<file path="config.mk">
export PLATFORM = sky130hd
export DESIGN_NAME = decode_time_table_builder_top
export DESIGN_NICKNAME = d
export VERILOG_FILES = /design/src/rtl/dttb_pkg.sv /design/src/rtl/dttb_ram.sv /design/src/rtl/dttb_ctrl.sv /design/src/rtl/dttb_dpath.sv /design/src/rtl/decode_time_table_builder_top.sv
export SDC_FILE = /design/constraint.sdc
export NUM_CORES = 2
export LEC_CHECK = 0
export BUFFER_PORTS_ARGS = -buffer_cell sky130_fd_sc_hd__buf_2
export CORE_MARGIN = 2
export CORE_UTILIZATION = 44
export CTS_CLUSTER_SIZE = 25
export DETAILED_ROUTE_END_ITERATION = 10
export SLEW_MARGIN = 5
export SYNTH_ARGS = -nofsm -noshare
export SYNTH_HDL_FRONTEND = slang
export SYNTH_SLANG_ARGS = --single-unit
</file>
<file path="constraint.sdc">
create_clock -name i_clk -period 13.78 [get_ports i_clk]
set_input_delay 2.067 -clock i_clk [delete_from_list [all_inputs] [get_ports i_clk]]
set_output_delay 2.067 -clock i_clk [all_outputs]
set_load 0.05 [all_outputs]
</file>
<file path="src/rtl/dttb_pkg.sv">
// ----------------------------------------------------------------------------
// dttb_pkg
// Shared types and constants for the decode time table builder.
// ----------------------------------------------------------------------------
package dttb_pkg;

    localparam int MAX_FRAMES = 64;
    localparam int IDX_W      = $clog2(MAX_FRAMES);
    localparam int CNT_W      = $clog2(MAX_FRAMES + 1);
    localparam int PTS_W      = 48;
    localparam int DUR_W      = 32;
    localparam int DEF_W      = 31;
    localparam int PIC_W      = 6;
    localparam int CMP_W      = PIC_W + 1;

    // operation codes
    localparam logic OP_LOAD   = 1'b0;
    localparam logic OP_FINISH = 1'b1;

    typedef enum logic [2:0] {
        S_IDLE,
        S_PRIME,
        S_ADDR,
        S_LO,
        S_HI
    } t_state;

    // controller -> datapath
    typedef struct packed {
        logic load;         // store one frame entry
        logic fin_start;    // clear entry index and decode time
        logic ord_rd;       // read order store
        logic ord_next;     // order read at index + 1
        logic time_rd;      // read time store
        logic time_new;     // time read at a freshly chosen slot, else slot + 1
        logic ent_next;     // slot choice refers to the next entry
        logic latch_t0;     // capture time of current slot
        logic emit;         // load output register, advance entry
        logic clear;        // end of finish: drop frame count and reorder flag
    } t_cmd;

    // datapath -> controller
    typedef struct packed {
        logic count_zero;
        logic last_entry;
        logic out_free;
    } t_status;

endpackage

</file>
<file path="src/rtl/dttb_ram.sv">
// ----------------------------------------------------------------------------
// dttb_ram
// Generic single-write, single-read RAM with registered read data.
// ----------------------------------------------------------------------------
module dttb_ram #(
    parameter int WIDTH = 8,
    parameter int DEPTH = 64
) (
    input  logic                     i_clk,
    input  logic                     i_we,
    input  logic [$clog2(DEPTH)-1:0] i_wr_addr,
    input  logic [WIDTH-1:0]         i_wr_data,
    input  logic                     i_rd_en,
    input  logic [$clog2(DEPTH)-1:0] i_rd_addr,
    output logic [WIDTH-1:0]         o_rd_data
);

    logic [WIDTH-1:0] r_mem [DEPTH];
    logic [WIDTH-1:0] r_rd_data;

    always_ff @(posedge i_clk) begin
        if (i_we) begin
            r_mem[i_wr_addr] <= i_wr_data;
        end
        if (i_rd_en) begin
            r_rd_data <= r_mem[i_rd_addr];
        end
    end

    assign o_rd_data = r_rd_data;

endmodule

</file>
<file path="src/rtl/dttb_ctrl.sv">
// ----------------------------------------------------------------------------
// dttb_ctrl
// Sequencer: accepts loads and finish, walks stored frames on finish.
// ----------------------------------------------------------------------------
module dttb_ctrl (
    input  logic              i_clk,
    input  logic              i_rst_n,
    input  logic              i_in_valid,
    input  logic              i_operation,
    output logic              o_in_ready,
    input  dttb_pkg::t_status i_status,
    output dttb_pkg::t_cmd    o_cmd
);

    import dttb_pkg::*;

    t_state r_state;
    t_state n_state;
    logic   accept;

    assign o_in_ready = (r_state == S_IDLE);
    assign accept     = i_in_valid && o_in_ready;

    always_ff @(posedge i_clk) begin
        if (!i_rst_n) begin
            r_state <= S_IDLE;
        end else begin
            r_state <= n_state;
        end
    end

    always_comb begin
        n_state = r_state;
        o_cmd   = '0;
        case (r_state)
            S_IDLE: begin
                if (accept) begin
                    if (i_operation == OP_LOAD) begin
                        o_cmd.load = 1'b1;
                    end else if (i_status.count_zero) begin
                        o_cmd.fin_start = 1'b1;
                        o_cmd.clear     = 1'b1;
                    end else begin
                        o_cmd.fin_start = 1'b1;
                        n_state         = S_PRIME;
                    end
                end
            end
            S_PRIME: begin
                o_cmd.ord_rd = 1'b1;
                n_state      = S_ADDR;
            end
            S_ADDR: begin
                o_cmd.time_rd  = 1'b1;
                o_cmd.time_new = 1'b1;
                n_state        = S_LO;
            end
            S_LO: begin
                o_cmd.latch_t0 = 1'b1;
                o_cmd.time_rd  = 1'b1;
                o_cmd.ord_rd   = 1'b1;
                o_cmd.ord_next = 1'b1;
                n_state        = S_HI;
            end
            S_HI: begin
                if (i_status.out_free) begin
                    o_cmd.emit = 1'b1;
                    if (i_status.last_entry) begin
                        o_cmd.clear = 1'b1;
                        n_state     = S_IDLE;
                    end else begin
                        o_cmd.time_rd  = 1'b1;
                        o_cmd.time_new = 1'b1;
                        o_cmd.ent_next = 1'b1;
                        n_state        = S_LO;
                    end
                end
            end
            default: begin
                n_state = S_IDLE;
            end
        endcase
    end

endmodule

</file>
<file path="src/rtl/dttb_dpath.sv">
// ----------------------------------------------------------------------------
// dttb_dpath
// Frame stores, counters, duration/offset arithmetic and output register.
// ----------------------------------------------------------------------------
module dttb_dpath (
    input  logic                          i_clk,
    input  logic                          i_rst_n,
    input  dttb_pkg::t_cmd                i_cmd,
    output dttb_pkg::t_status             o_status,
    input  logic                          i_cfg_wr_en,
    input  logic [dttb_pkg::DEF_W-1:0]    i_cfg_wr_data,
    input  logic [dttb_pkg::PTS_W-1:0]    i_pts,
    input  logic [dttb_pkg::DUR_W-1:0]    i_frame_duration,
    input  logic [dttb_pkg::PIC_W-1:0]    i_picture_number,
    output logic                          o_out_valid,
    input  logic                          i_out_ready,
    output logic [dttb_pkg::DUR_W-1:0]    o_decode_duration,
    output logic [dttb_pkg::DUR_W-1:0]    o_composition_offset,
    output logic                          o_reordered,
    output logic                          o_last_entry
);

    import dttb_pkg::*;

    // Only the low DUR_W bits of any time reach a result, so times are kept
    // at that width; 48-bit wrap does not affect them.
    logic [CNT_W-1:0] r_count;
    logic [DUR_W-1:0] r_end;
    logic [PIC_W-1:0] r_last_pic;
    logic             r_reord;
    logic [DEF_W-1:0] r_default;
    logic [IDX_W-1:0] r_idx;
    logic [IDX_W-1:0] r_p;
    logic [DUR_W-1:0] r_t0;
    logic [DUR_W-1:0] r_dt;
    logic             r_out_valid;
    logic [DUR_W-1:0] r_out_dur;
    logic [DUR_W-1:0] r_out_ofs;
    logic             r_out_reord;
    logic             r_out_last;

    logic             full;
    logic             load_do;
    logic             pic_break;
    logic [IDX_W-1:0] last_idx;
    logic [IDX_W-1:0] ent;
    logic [IDX_W-1:0] clamped;
    logic [IDX_W-1:0] p_next;
    logic [IDX_W-1:0] ord_addr;
    logic [IDX_W-1:0] time_addr;
    logic [PIC_W-1:0] ord_q;
    logic [DUR_W-1:0] time_q;
    logic             p_last;
    logic [DUR_W-1:0] diff;
    logic [DUR_W-1:0] dur;
    logic [DUR_W-1:0] ofs;

    assign full      = (r_count == CNT_W'(MAX_FRAMES));
    assign load_do   = i_cmd.load && !full;
    assign pic_break = ({1'b0, r_last_pic} + CMP_W'(1)) != {1'b0, i_picture_number};
    assign last_idx  = IDX_W'(r_count - CNT_W'(1));

    assign ord_addr  = i_cmd.ord_next ? (r_idx + IDX_W'(1)) : r_idx;
    assign ent       = i_cmd.ent_next ? (r_idx + IDX_W'(1)) : r_idx;
    // picture number at or above the frame count maps to the last frame
    assign clamped   = ({1'b0, ord_q} >= CMP_W'(r_count)) ? last_idx
                                                           : IDX_W'(ord_q);
    assign p_next    = r_reord ? clamped : ent;
    assign time_addr = i_cmd.time_new ? p_next : (r_p + IDX_W'(1));

    assign p_last = (r_p == last_idx);
    assign diff   = (p_last ? r_end : time_q) - r_t0;
    assign dur    = (p_last && ((diff == '0) || diff[DUR_W-1])) ? {1'b0, r_default} : diff;
    assign ofs    = r_reord ? (r_t0 - r_dt) : '0;

    dttb_ram #(
        .WIDTH (DUR_W),
        .DEPTH (MAX_FRAMES)
    ) u_time_ram (
        .i_clk     (i_clk),
        .i_we      (load_do),
        .i_wr_addr (IDX_W'(r_count)),
        .i_wr_data (i_pts[DUR_W-1:0]),
        .i_rd_en   (i_cmd.time_rd),
        .i_rd_addr (time_addr),
        .o_rd_data (time_q)
    );

    dttb_ram #(
        .WIDTH (PIC_W),
        .DEPTH (MAX_FRAMES)
    ) u_order_ram (
        .i_clk     (i_clk),
        .i_we      (load_do),
        .i_wr_addr (IDX_W'(r_count)),
        .i_wr_data (i_picture_number),
        .i_rd_en   (i_cmd.ord_rd),
        .i_rd_addr (ord_addr),
        .o_rd_data (ord_q)
    );

    // control state
    always_ff @(posedge i_clk) begin
        if (!i_rst_n) begin
            r_count     <= '0;
            r_reord     <= 1'b0;
            r_default   <= DEF_W'(1);
            r_out_valid <= 1'b0;
        end else begin
            if (i_cfg_wr_en) begin
                r_default <= i_cfg_wr_data;
            end
            if (i_cmd.clear) begin
                r_count <= '0;
                r_reord <= 1'b0;
            end else if (load_do) begin
                r_count <= r_count + CNT_W'(1);
                if (r_count != '0 && pic_break) begin
                    r_reord <= 1'b1;
                end
            end
            if (i_cmd.emit) begin
                r_out_valid <= 1'b1;
            end else if (i_out_ready) begin
                r_out_valid <= 1'b0;
            end
        end
    end

    // end time reset value is never observed: finish needs at least one load
    always_ff @(posedge i_clk) begin
        if (load_do) begin
            r_end      <= i_pts[DUR_W-1:0] + i_frame_duration;
            r_last_pic <= i_picture_number;
        end
        if (i_cmd.fin_start) begin
            r_idx <= '0;
            r_dt  <= '0;
        end
        if (i_cmd.time_rd && i_cmd.time_new) begin
            r_p <= p_next;
        end
        if (i_cmd.latch_t0) begin
            r_t0 <= time_q;
        end
        if (i_cmd.emit) begin
            r_idx       <= r_idx + IDX_W'(1);
            r_dt        <= r_dt + dur;
            r_out_dur   <= dur;
            r_out_ofs   <= ofs;
            r_out_reord <= r_reord;
            r_out_last  <= (r_idx == last_idx);
        end
    end

    assign o_status.count_zero = (r_count == '0);
    assign o_status.last_entry = (r_idx == last_idx);
    assign o_status.out_free   = !r_out_valid || i_out_ready;

    assign o_out_valid          = r_out_valid;
    assign o_decode_duration    = r_out_dur;
    assign o_composition_offset = r_out_ofs;
    assign o_reordered          = r_out_reord;
    assign o_last_entry         = r_out_last;

endmodule

</file>
<file path="src/rtl/decode_time_table_builder_top.sv">
// ----------------------------------------------------------------------------
// decode_time_table_builder_top
// Builds per-frame decode-duration and composition-offset tables from loaded
// presentation times and display-order picture numbers.
// ----------------------------------------------------------------------------
//
// Channel   Direction  Handshake               Payload
// --------  ---------  ----------------------  ---------------------------------
// in        input      i_in_valid/o_in_ready   operation, pts, frame_duration,
//                                              picture_number
// out       output     o_out_valid/i_out_ready decode_duration, composition_offset,
//                                              reordered, last_entry
// cfg       input      i_cfg_wr_en             fallback duration (no wait)
//
// A finish walks the stored frames. When the output side never stalls,
// two reads of the time store per entry (its slot and the slot after it)
// set the pace, with order store reads overlapped.
// A stalled output holds the walk in place; the input side is not ready
// until the last entry has gone into the output register.
// Reset (synchronous, active low) clears frame count, reorder flag, output
// valid and the fallback duration (to 1). The frame stores need no clearing.
// ----------------------------------------------------------------------------
module decode_time_table_builder_top (
    input  logic                          i_clk,
    input  logic                          i_rst_n,
    // configuration
    input  logic                          i_cfg_wr_en,
    input  logic [dttb_pkg::DEF_W-1:0]    i_cfg_wr_data,
    // input channel
    input  logic                          i_in_valid,
    output logic                          o_in_ready,
    input  logic                          i_operation,
    input  logic [dttb_pkg::PTS_W-1:0]    i_pts,
    input  logic [dttb_pkg::DUR_W-1:0]    i_frame_duration,
    input  logic [dttb_pkg::PIC_W-1:0]    i_picture_number,
    // output channel
    output logic                          o_out_valid,
    input  logic                          i_out_ready,
    output logic [dttb_pkg::DUR_W-1:0]    o_decode_duration,
    output logic [dttb_pkg::DUR_W-1:0]    o_composition_offset,
    output logic                          o_reordered,
    output logic                          o_last_entry
);

    import dttb_pkg::*;

    t_cmd    cmd;
    t_status status;

    // sequencer: idle/load, then prime order read, pick slot, and a
    // two-state loop per entry (time of slot, time of next slot + emit)
    dttb_ctrl u_ctrl (
        .i_clk       (i_clk),
        .i_rst_n     (i_rst_n),
        .i_in_valid  (i_in_valid),
        .i_operation (i_operation),
        .o_in_ready  (o_in_ready),
        .i_status    (status),
        .o_cmd       (cmd)
    );

    // stores, reorder detection (tracked during loads), arithmetic and the
    // output register that lets the walk continue while a result waits
    dttb_dpath u_dpath (
        .i_clk                (i_clk),
        .i_rst_n              (i_rst_n),
        .i_cmd                (cmd),
        .o_status             (status),
        .i_cfg_wr_en          (i_cfg_wr_en),
        .i_cfg_wr_data        (i_cfg_wr_data),
        .i_pts                (i_pts),
        .i_frame_duration     (i_frame_duration),
        .i_picture_number     (i_picture_number),
        .o_out_valid          (o_out_valid),
        .i_out_ready          (i_out_ready),
        .o_decode_duration    (o_decode_duration),
        .o_composition_offset (o_composition_offset),
        .o_reordered          (o_reordered),
        .o_last_entry         (o_last_entry)
    );

endmodule
</file>
==> Word-level counts from Yosys, hierarchy flattened <==
Memory sizes are Yosys's and may differ from the RTL's. A register that Yosys moved wholly into a read port is not among the register bits.
Cells that the tools add are included.
{ "classes": {"bitwise_logic": 1, "mux": 39, "n_eq_ne": 12, "n_shift": 0, "div_mod_pow": 0, "n_mul": 0, "addsub": 9, "reduce_logical": 20, "n_lt_le_gt_ge": 1} }
{ "op_table": {"columns": ["cell", "n"], "rows": [
  ["two-way mux 32 bit", 4],
  ["adder 32 bit", 2],
  ["subtractor 32 bit", 2],
  ["two-way mux 6 bit", 7],
  ["logical NOT 32 bit", 1],
  ["two-way mux 3 bit", 6],
  ["one-hot mux 3 bit (5 select lines)", 1],
  ["two-way mux 1 bit", 14],
  ["adder 6 x 1 -> 6 bit (second input constant)", 2],
  ["equality test 6 bit", 2],
  ["two-way mux 2 bit", 4],
  ["inequality test 2 bit (second input constant)", 4],
  ["adder 6 x 1 -> 7 bit (second input constant)", 1],
  ["adder 7 x 1 -> 7 bit (second input constant)", 1],
  ["equality test 7 bit (second input constant)", 1],
  ["greater-or-equal comparator 6 x 7 -> 1 bit", 1],
  ["logical NOT 7 bit", 1],
  ["inequality test 7 x 6 -> 1 bit", 1],
  ["nonzero test 7 bit", 1],
  ["equality test 3 x 2 -> 1 bit (second input constant)", 2],
  ["one-hot mux 1 bit (2 select lines)", 3],
  ["OR reduction 2 bit", 3],
  ["subtractor 6 x 1 -> 6 bit (second input constant)", 1],
  ["logical AND 1 bit", 5],
  ["9 further kinds", 12]
]} }
{ "word_totals": {"ram_bits": 2432, "elab_cells": 99, "n_memories": 2, "output_inout_bits": 68, "latch_bits": 0, "register_bits": 223, "mem_bits_ro": 0} }
{ "mem_list": {"columns": ["memory", "words", "word_bits", "rd", "rd_ports_with_merged_regs", "wr", "line", "source"], "rows": [
  ["u_dpath.u_time_ram.r_mem", 64, 32, 1, 1, 1, "dttb_ram.sv:18", "logic [WIDTH-1:0] r_mem [DEPTH];"],
  ["u_dpath.u_order_ram.r_mem", 64, 6, 1, 1, 1, "dttb_ram.sv:18", null]
]} }

==> Depth between registers and ports, before layout <==
{ "logic_depth": {"depth_word": 10, "mapped_depth": 38, "depth_no_buf": 34} }

==> By module <==
A second synthesis with hierarchy kept.
{ "unflattened": {"hier_cells": 5732, "area_unflattened_um2": 110425.9} }
{ "modules_own_cells": {"columns": ["mod", "n_inst", "area_each_um2", "cells_each"], "rows": [
  ["dttb_ram (u_dpath.u_time_ram)", 1, 78835.6, 3324],
  ["dttb_dpath", 1, 16015.4, 1656],
  ["dttb_ram (u_dpath.u_order_ram)", 1, 15285.9, 720],
  ["dttb_ctrl", 1, 289.0, 32]
]} }

==> Worst setup path before layout <==
OpenSTA, ideal clock, no wires.
{ "synth_path": {"path_type": "register to register", "from": "reg u_dpath.r_count[0]", "to": "reg u_dpath.r_dt[29] (data pin)", "path_stages_with_launch": 38, "slack_ps": 4185, "required_time_ps": 13514, "setup_ps": 266, "arrival_ps": 9329, "period_less_slack_ps": 9595, "path_buffers": 4, "cell_sequence": "dfxtp_1 -> clkbuf_1 -> inv_1 -> ha_1 -> nor3b_1 -> xnor2_1 -> xor2_1 -> nor4_1 -> clkbuf_1 -> clkbuf_1 -> mux2i_1 -> ha_1 -> inv_1 -> fa_1 -> a211o_1 -> a21o_1 -> a21oi_2 -> xnor2_1 -> [2 not listed] -> or4_1 -> or4_1 -> nor4b_4 -> a31oi_2 -> buf_6 -> mux2_4 -> ha_1 -> a21o_1 -> a21o_1 -> a21oi_1 -> a21boi_0 -> a21oi_1 -> o41ai_1 -> nand3_1 -> a31oi_1 -> o21ai_0 -> xnor2_1 -> nor2_1"} }
{ "synth_between": {"elab_chain_cells": 10} }
{ "synth_rtl": {"columns": ["element", "line", "source"], "rows": [
  ["start, declared", "dttb_dpath.sv:27", "logic [CNT_W-1:0] r_count;"],
  ["start signal, assigned", "dttb_dpath.sv:117", "r_count <= r_count + CNT_W'(1);"],
  ["subtractor 6 x 1 -> 6 bit *", "dttb_dpath.sv:61", "assign last_idx = IDX_W'(r_count - CNT_W'(1));"],
  ["via u_dpath.last_idx[0]", "dttb_dpath.sv:45", "logic [IDX_W-1:0] last_idx;"],
  ["equality test 6 bit *", "dttb_dpath.sv:71", "assign p_last = (r_p == last_idx);"],
  ["two-way mux 32 bit", "dttb_dpath.sv:72", "assign diff = (p_last ? r_end : time_q) - r_t0;"],
  ["subtractor 32 bit", "dttb_dpath.sv:72", null],
  ["logical NOT 32 bit", "dttb_dpath.sv:73", "assign dur = (p_last && ((diff == '0) || diff[DUR_W-1])) ? {1'b0, r_default} : diff;"],
  ["logical OR 1 bit", "dttb_dpath.sv:73", null],
  ["logical AND 1 bit", "dttb_dpath.sv:73", null],
  ["two-way mux 32 bit *", "dttb_dpath.sv:73", null],
  ["via u_dpath.dur[8]", "dttb_dpath.sv:55", "logic [DUR_W-1:0] dur;"],
  ["adder 32 bit *", "dttb_dpath.sv:148", "r_dt <= r_dt + dur;"],
  ["two-way mux 32 bit *", "dttb_dpath.sv:146", "if (i_cmd.emit) begin"],
  ["end signal, assigned", "dttb_dpath.sv:148", null],
  ["end, declared", "dttb_dpath.sv:35", "logic [DUR_W-1:0] r_dt;"]
]} }
The timed path passes the listed nets; every way through them passes the cells marked *.
A chain may end at the register's enable or synchronous reset.

==> Worst setup path in the final report <==
Same ends and word-level chain as after synthesis.

==> flow_summary_export.csv <==
group,metric,value,unit
route,route.detailed.wl_per_inst,28.69,um
clock_tree,clockBufferDepth,4,
worst_setup_path,critPathBufInv,4,
worst_setup_path,cp_data_required_time,14440,ps
logic_synthesis,synth_top_cells_by_count,"edfxtp_1 (2,650), nand2_1 (1,702), clkbuf_1 (356)",
logic_synthesis,netlist_area,110800,um^2
hold_path,min_from,"u_dpath.u_time_ram.o_rd_data[0]$_DFFE_PP_",
placed_design,place.gp.congestion,0.8885,
finish,fin_nets,8056,
logic_synthesis,synthCells,7567,
floorplanning,coreArea,250900,um^2
worst_setup_path,r2r-start,"u_dpath.r_count[0]$_SDFFE_PP0P_",
grt,grt_pass1_wl,462.5,mm
route,wl,325.6,mm
power_and_ir_drop,power,16.88,mW
placed_design,place_hpwl,182.9,mm
timing,timing.final.crit_share,83.50,%
finish,multiInputGateArea,28980,um^2
finish,drive_above_1_share,12.77,%
clock_tree,cts_tree,"done",
timing,layout_min_cycle_time,11510,ps
logic_synthesis,synth_area_leaders,"edfxtp_1 (72%), nand2_1 (5.8%), mux4_2 (2.6%)",
worst_setup_path,cp-end-kind,"flip-flop",
timing,slew_headroom,12.08,%
worst_setup_path,cp_slowest_cell,"o41ai_1",
floorplanning,die_y,505.8,um
timing,worst_hold_slack,455.2,ps
finish,design_area,125200,um^2
floorplanning,ios,191,
logic_synthesis,yosys_most_used_dff,"edfxtp_1",
route,drtIter0Drc,8715,
timing,fin_ws,2274,ps
clock_tree,cts_resized,0,
finish,fillers,20990,
grt,grt_pass1_vias,64910,
clock_tree,numCtsBuffers,296,
clock_tree,h-tree-depth,5,
floorplanning,fp.dieW,505.8,um
grt,grt_max_degree,158,
hold_path,holdPathStages,0,
logic_synthesis,synth_nets,7830,
power_and_ir_drop,max-vdd-ir-drop,0.1010,mV
worst_setup_path,worstSetupPathType,"reg2reg",
logic_synthesis,synth-edff-count,2650,
logic_synthesis,yosysMostFrequentCell,"edfxtp_1",
logic_synthesis,synth_top_area_share,71.83,%
hold_path,min_path_type,"reg2reg",
worst_setup_path,worstReg2RegEnd,"u_dpath.r_dt[29]$_SDFFCE_PN0P_",
timing,tns,0,ps
placed_design,pre_cts_ws,2380,ps
route,drc_errors,0,
clock_tree,cts_setup_buffers,0,
grt,grt_usage,24.91,%
timing,hold_viol,0,
route,vias,68180,
worst_setup_path,cp_common_cell,"or4_1",
finish,register_area,80440,um^2
worst_setup_path,cp_data_arrival_time,12170,ps
worst_setup_path,crit_family,"compound AO/OA/AOI/OAI gates",
timing,rsz0062_at_grt,"false",
worst_setup_path,worstRegToRegCells,35,
grt,globalRouteOverflowTotal,0,
logic_synthesis,async_reset_ff_share,0,%
placed_design,port-buffer-count,174,
run_status,outcome,"finished, final reports clean",
worst_setup_path,cpPeakStageDelay,680,ps
timing,slew_violations,0,
worst_setup_path,crit_fanout,39,
grt,antenna_found_initial,36,
clock_tree,clk_pin_slew_worst_paths,70,ps
floorplanning,rows,184,
worst_setup_path,reg2reg_setup_slack,2270,ps
worst_setup_path,critical_path.startpoint_type,"flip-flop",
clock_tree,cts_root_buf,"clkbuf_16",
logic_synthesis,ys_seq_elements,2693,
route,ant_nets,0,
power_and_ir_drop,power_leakage,43.11,nW
hold_path,hold_path_end,"u_dpath.r_t0[0]$_DFFE_PP_",
run,cap_violations,0,
logic_synthesis,yosysWarnings,0,
clock_tree,cts_hold_buffers,0,
clock_tree,cts.sinks,2693,
timing,setup_viol,0,
timing,fmax,0.08691,GHz
floorplanning,die_area,255800,um^2
timing,finClkSkew,46.06,ps
finish,layout-area-overhead-vs-synth,13.02,%
logic_synthesis,syn_area_per_cell,14.64,um^2
power_and_ir_drop,power.density,134.8,nW/um^2
floorplanning,initial_core_util,44.15,%
timing,worstMarginPinSlew,1307,ps
clock_tree,clkLatencyLatePin,940,ps
route,viasPerCell,6.006,
logic_synthesis,synth_cell_type_count,77,
placed_design,placed_area,116400,um^2
route,dr.pass1.iters,6,
logic_synthesis,synth_seq_area_share,72.60,%
logic_synthesis,yosysTopAreaCell,"edfxtp_1",
-- metrics by stage --
stage	cells	utilization (%)
2_1_floorplan	7567	-
3_3_place_gp	10840	46.40
3_5_place_dp	10840	46.40
4_1_cts	11340	49.88
5_1_grt	11340	49.89
6_report	11350	49.90
-- registers in the layout, indices dropped and copies added, names as in the netlist, 3 cells and up --
| signal | flops |
|---|---|
| u_dpath.u_time_ram.o_rd_data | 32 |
| u_dpath.r_last_pic | 6 |
| u_dpath.u_order_ram.o_rd_data | 6 |
| u_dpath.o_composition_offset | 32 |
| u_dpath.u_time_ram.r_mem | 2048 |
| u_dpath.r_p | 6 |
| u_dpath.r_dt | 32 |
| u_dpath.u_order_ram.r_mem | 384 |
| u_ctrl.r_state | 3 |
| u_dpath.r_end | 32 |
| u_dpath.r_idx | 6 |
| u_dpath.r_default | 31 |
| u_dpath.o_decode_duration | 32 |
| u_dpath.r_t0 | 32 |
| u_dpath.r_count | 7 |
-- worst max path at each step --
| stage | startpoint | cells past startpoint | end | slack, ps |
|---|---|---|---|---|
| 6_report | u_dpath.r_count[0]$_SDFFE_PP0P_ | 35 | u_dpath.r_dt[29]$_SDFFCE_PN0P_ | 2270 |
| 2_1_floorplan | u_dpath.r_count[0]$_SDFFE_PP0P_ | 37 | u_dpath.r_dt[29]$_SDFFCE_PN0P_ | 4190 |
| 3_3_place_gp | u_dpath.r_count[0]$_SDFFE_PP0P_ | 35 | u_dpath.r_dt[29]$_SDFFCE_PN0P_ | 2330 |
| 4_1_cts | u_dpath.r_count[0]$_SDFFE_PP0P_ | 35 | u_dpath.r_dt[29]$_SDFFCE_PN0P_ | 2340 |
| 5_1_grt | u_dpath.r_count[0]$_SDFFE_PP0P_ | 35 | u_dpath.r_dt[29]$_SDFFCE_PN0P_ | 1730 |
| 3_5_place_dp | u_dpath.r_count[0]$_SDFFE_PP0P_ | 35 | u_dpath.r_dt[29]$_SDFFCE_PN0P_ | 2380 |
-- report_power, final --
group | leakage (nW) | switching, mW | internal, mW
Combinational | 14.6 | 0.335 | 0.154
Sequential | 24.2 | 0.0162 | 9.02
Clock | 4.29 | 3.12 | 4.22
-- area by class of cell --
class,instances,share of cell area (%)
flip-flops and latches,2693,64.24
multi-input cells,4330,23.14
clock buffers,354,6.148
well taps,3348,3.346
repair buffers,350,1.891
clock inverters,141,0.8404
inverters,122,0.3657
diodes,13,0.02598
-- cell families (layout without fill, tap and decap cells) --
logic type / Yosys count / after routing / share of synthesized area (%)
compound gates: 1013 / 1013 / 6.927
flops: 2693 / 2693 / 72.60
simple gates: 2584 / 2584 / 10.19
buf+inv: 544 / 967 / 1.868
fa+ha+maj: 140 / 140 / 1.608
other cells: 0 / 13 / 0
mux: 447 / 447 / 5.597
xor+xnor: 146 / 146 / 1.205
-- metal layers --
layer / GRT usage (%) / up-vias / wire length, um
li1: - / 29460 / -
met5: 0 / - / 59
met4: 8.130 / 6 / 10460
met1: 35.59 / 34750 / 135500
met3: 4.489 / 556 / 30090
met2: 38.76 / 3407 / 149600
-- cells in the final DEF (no fill, tap or decap), types with 25 or more instances in the layout --
cell,n
edfxtp_1,2650
nand2_1,1696
and3_1,332
clkbuf_16,299
mux2i_1,267
a311oi_1,227
a32oi_1,222
buf_2,174
buf_4,162
nor2_1,146
a31oi_1,137
ha_1,136
mux4_2,126
inv_1,117
a21oi_1,113
nand3_1,96
xnor2_1,90
nor2_4,69
clkinv_1,65
o21ai_0,65
clkbuf_1,54
a21o_1,52
xor2_1,49
clkinv_2,49
nor2b_1,46
nand4_1,44
dfxtp_1,43
nor4_1,34
mux2_2,32
a2111oi_0,30
o21a_1,26
nor3_1,25
Power figures use the tool's default switching activity.
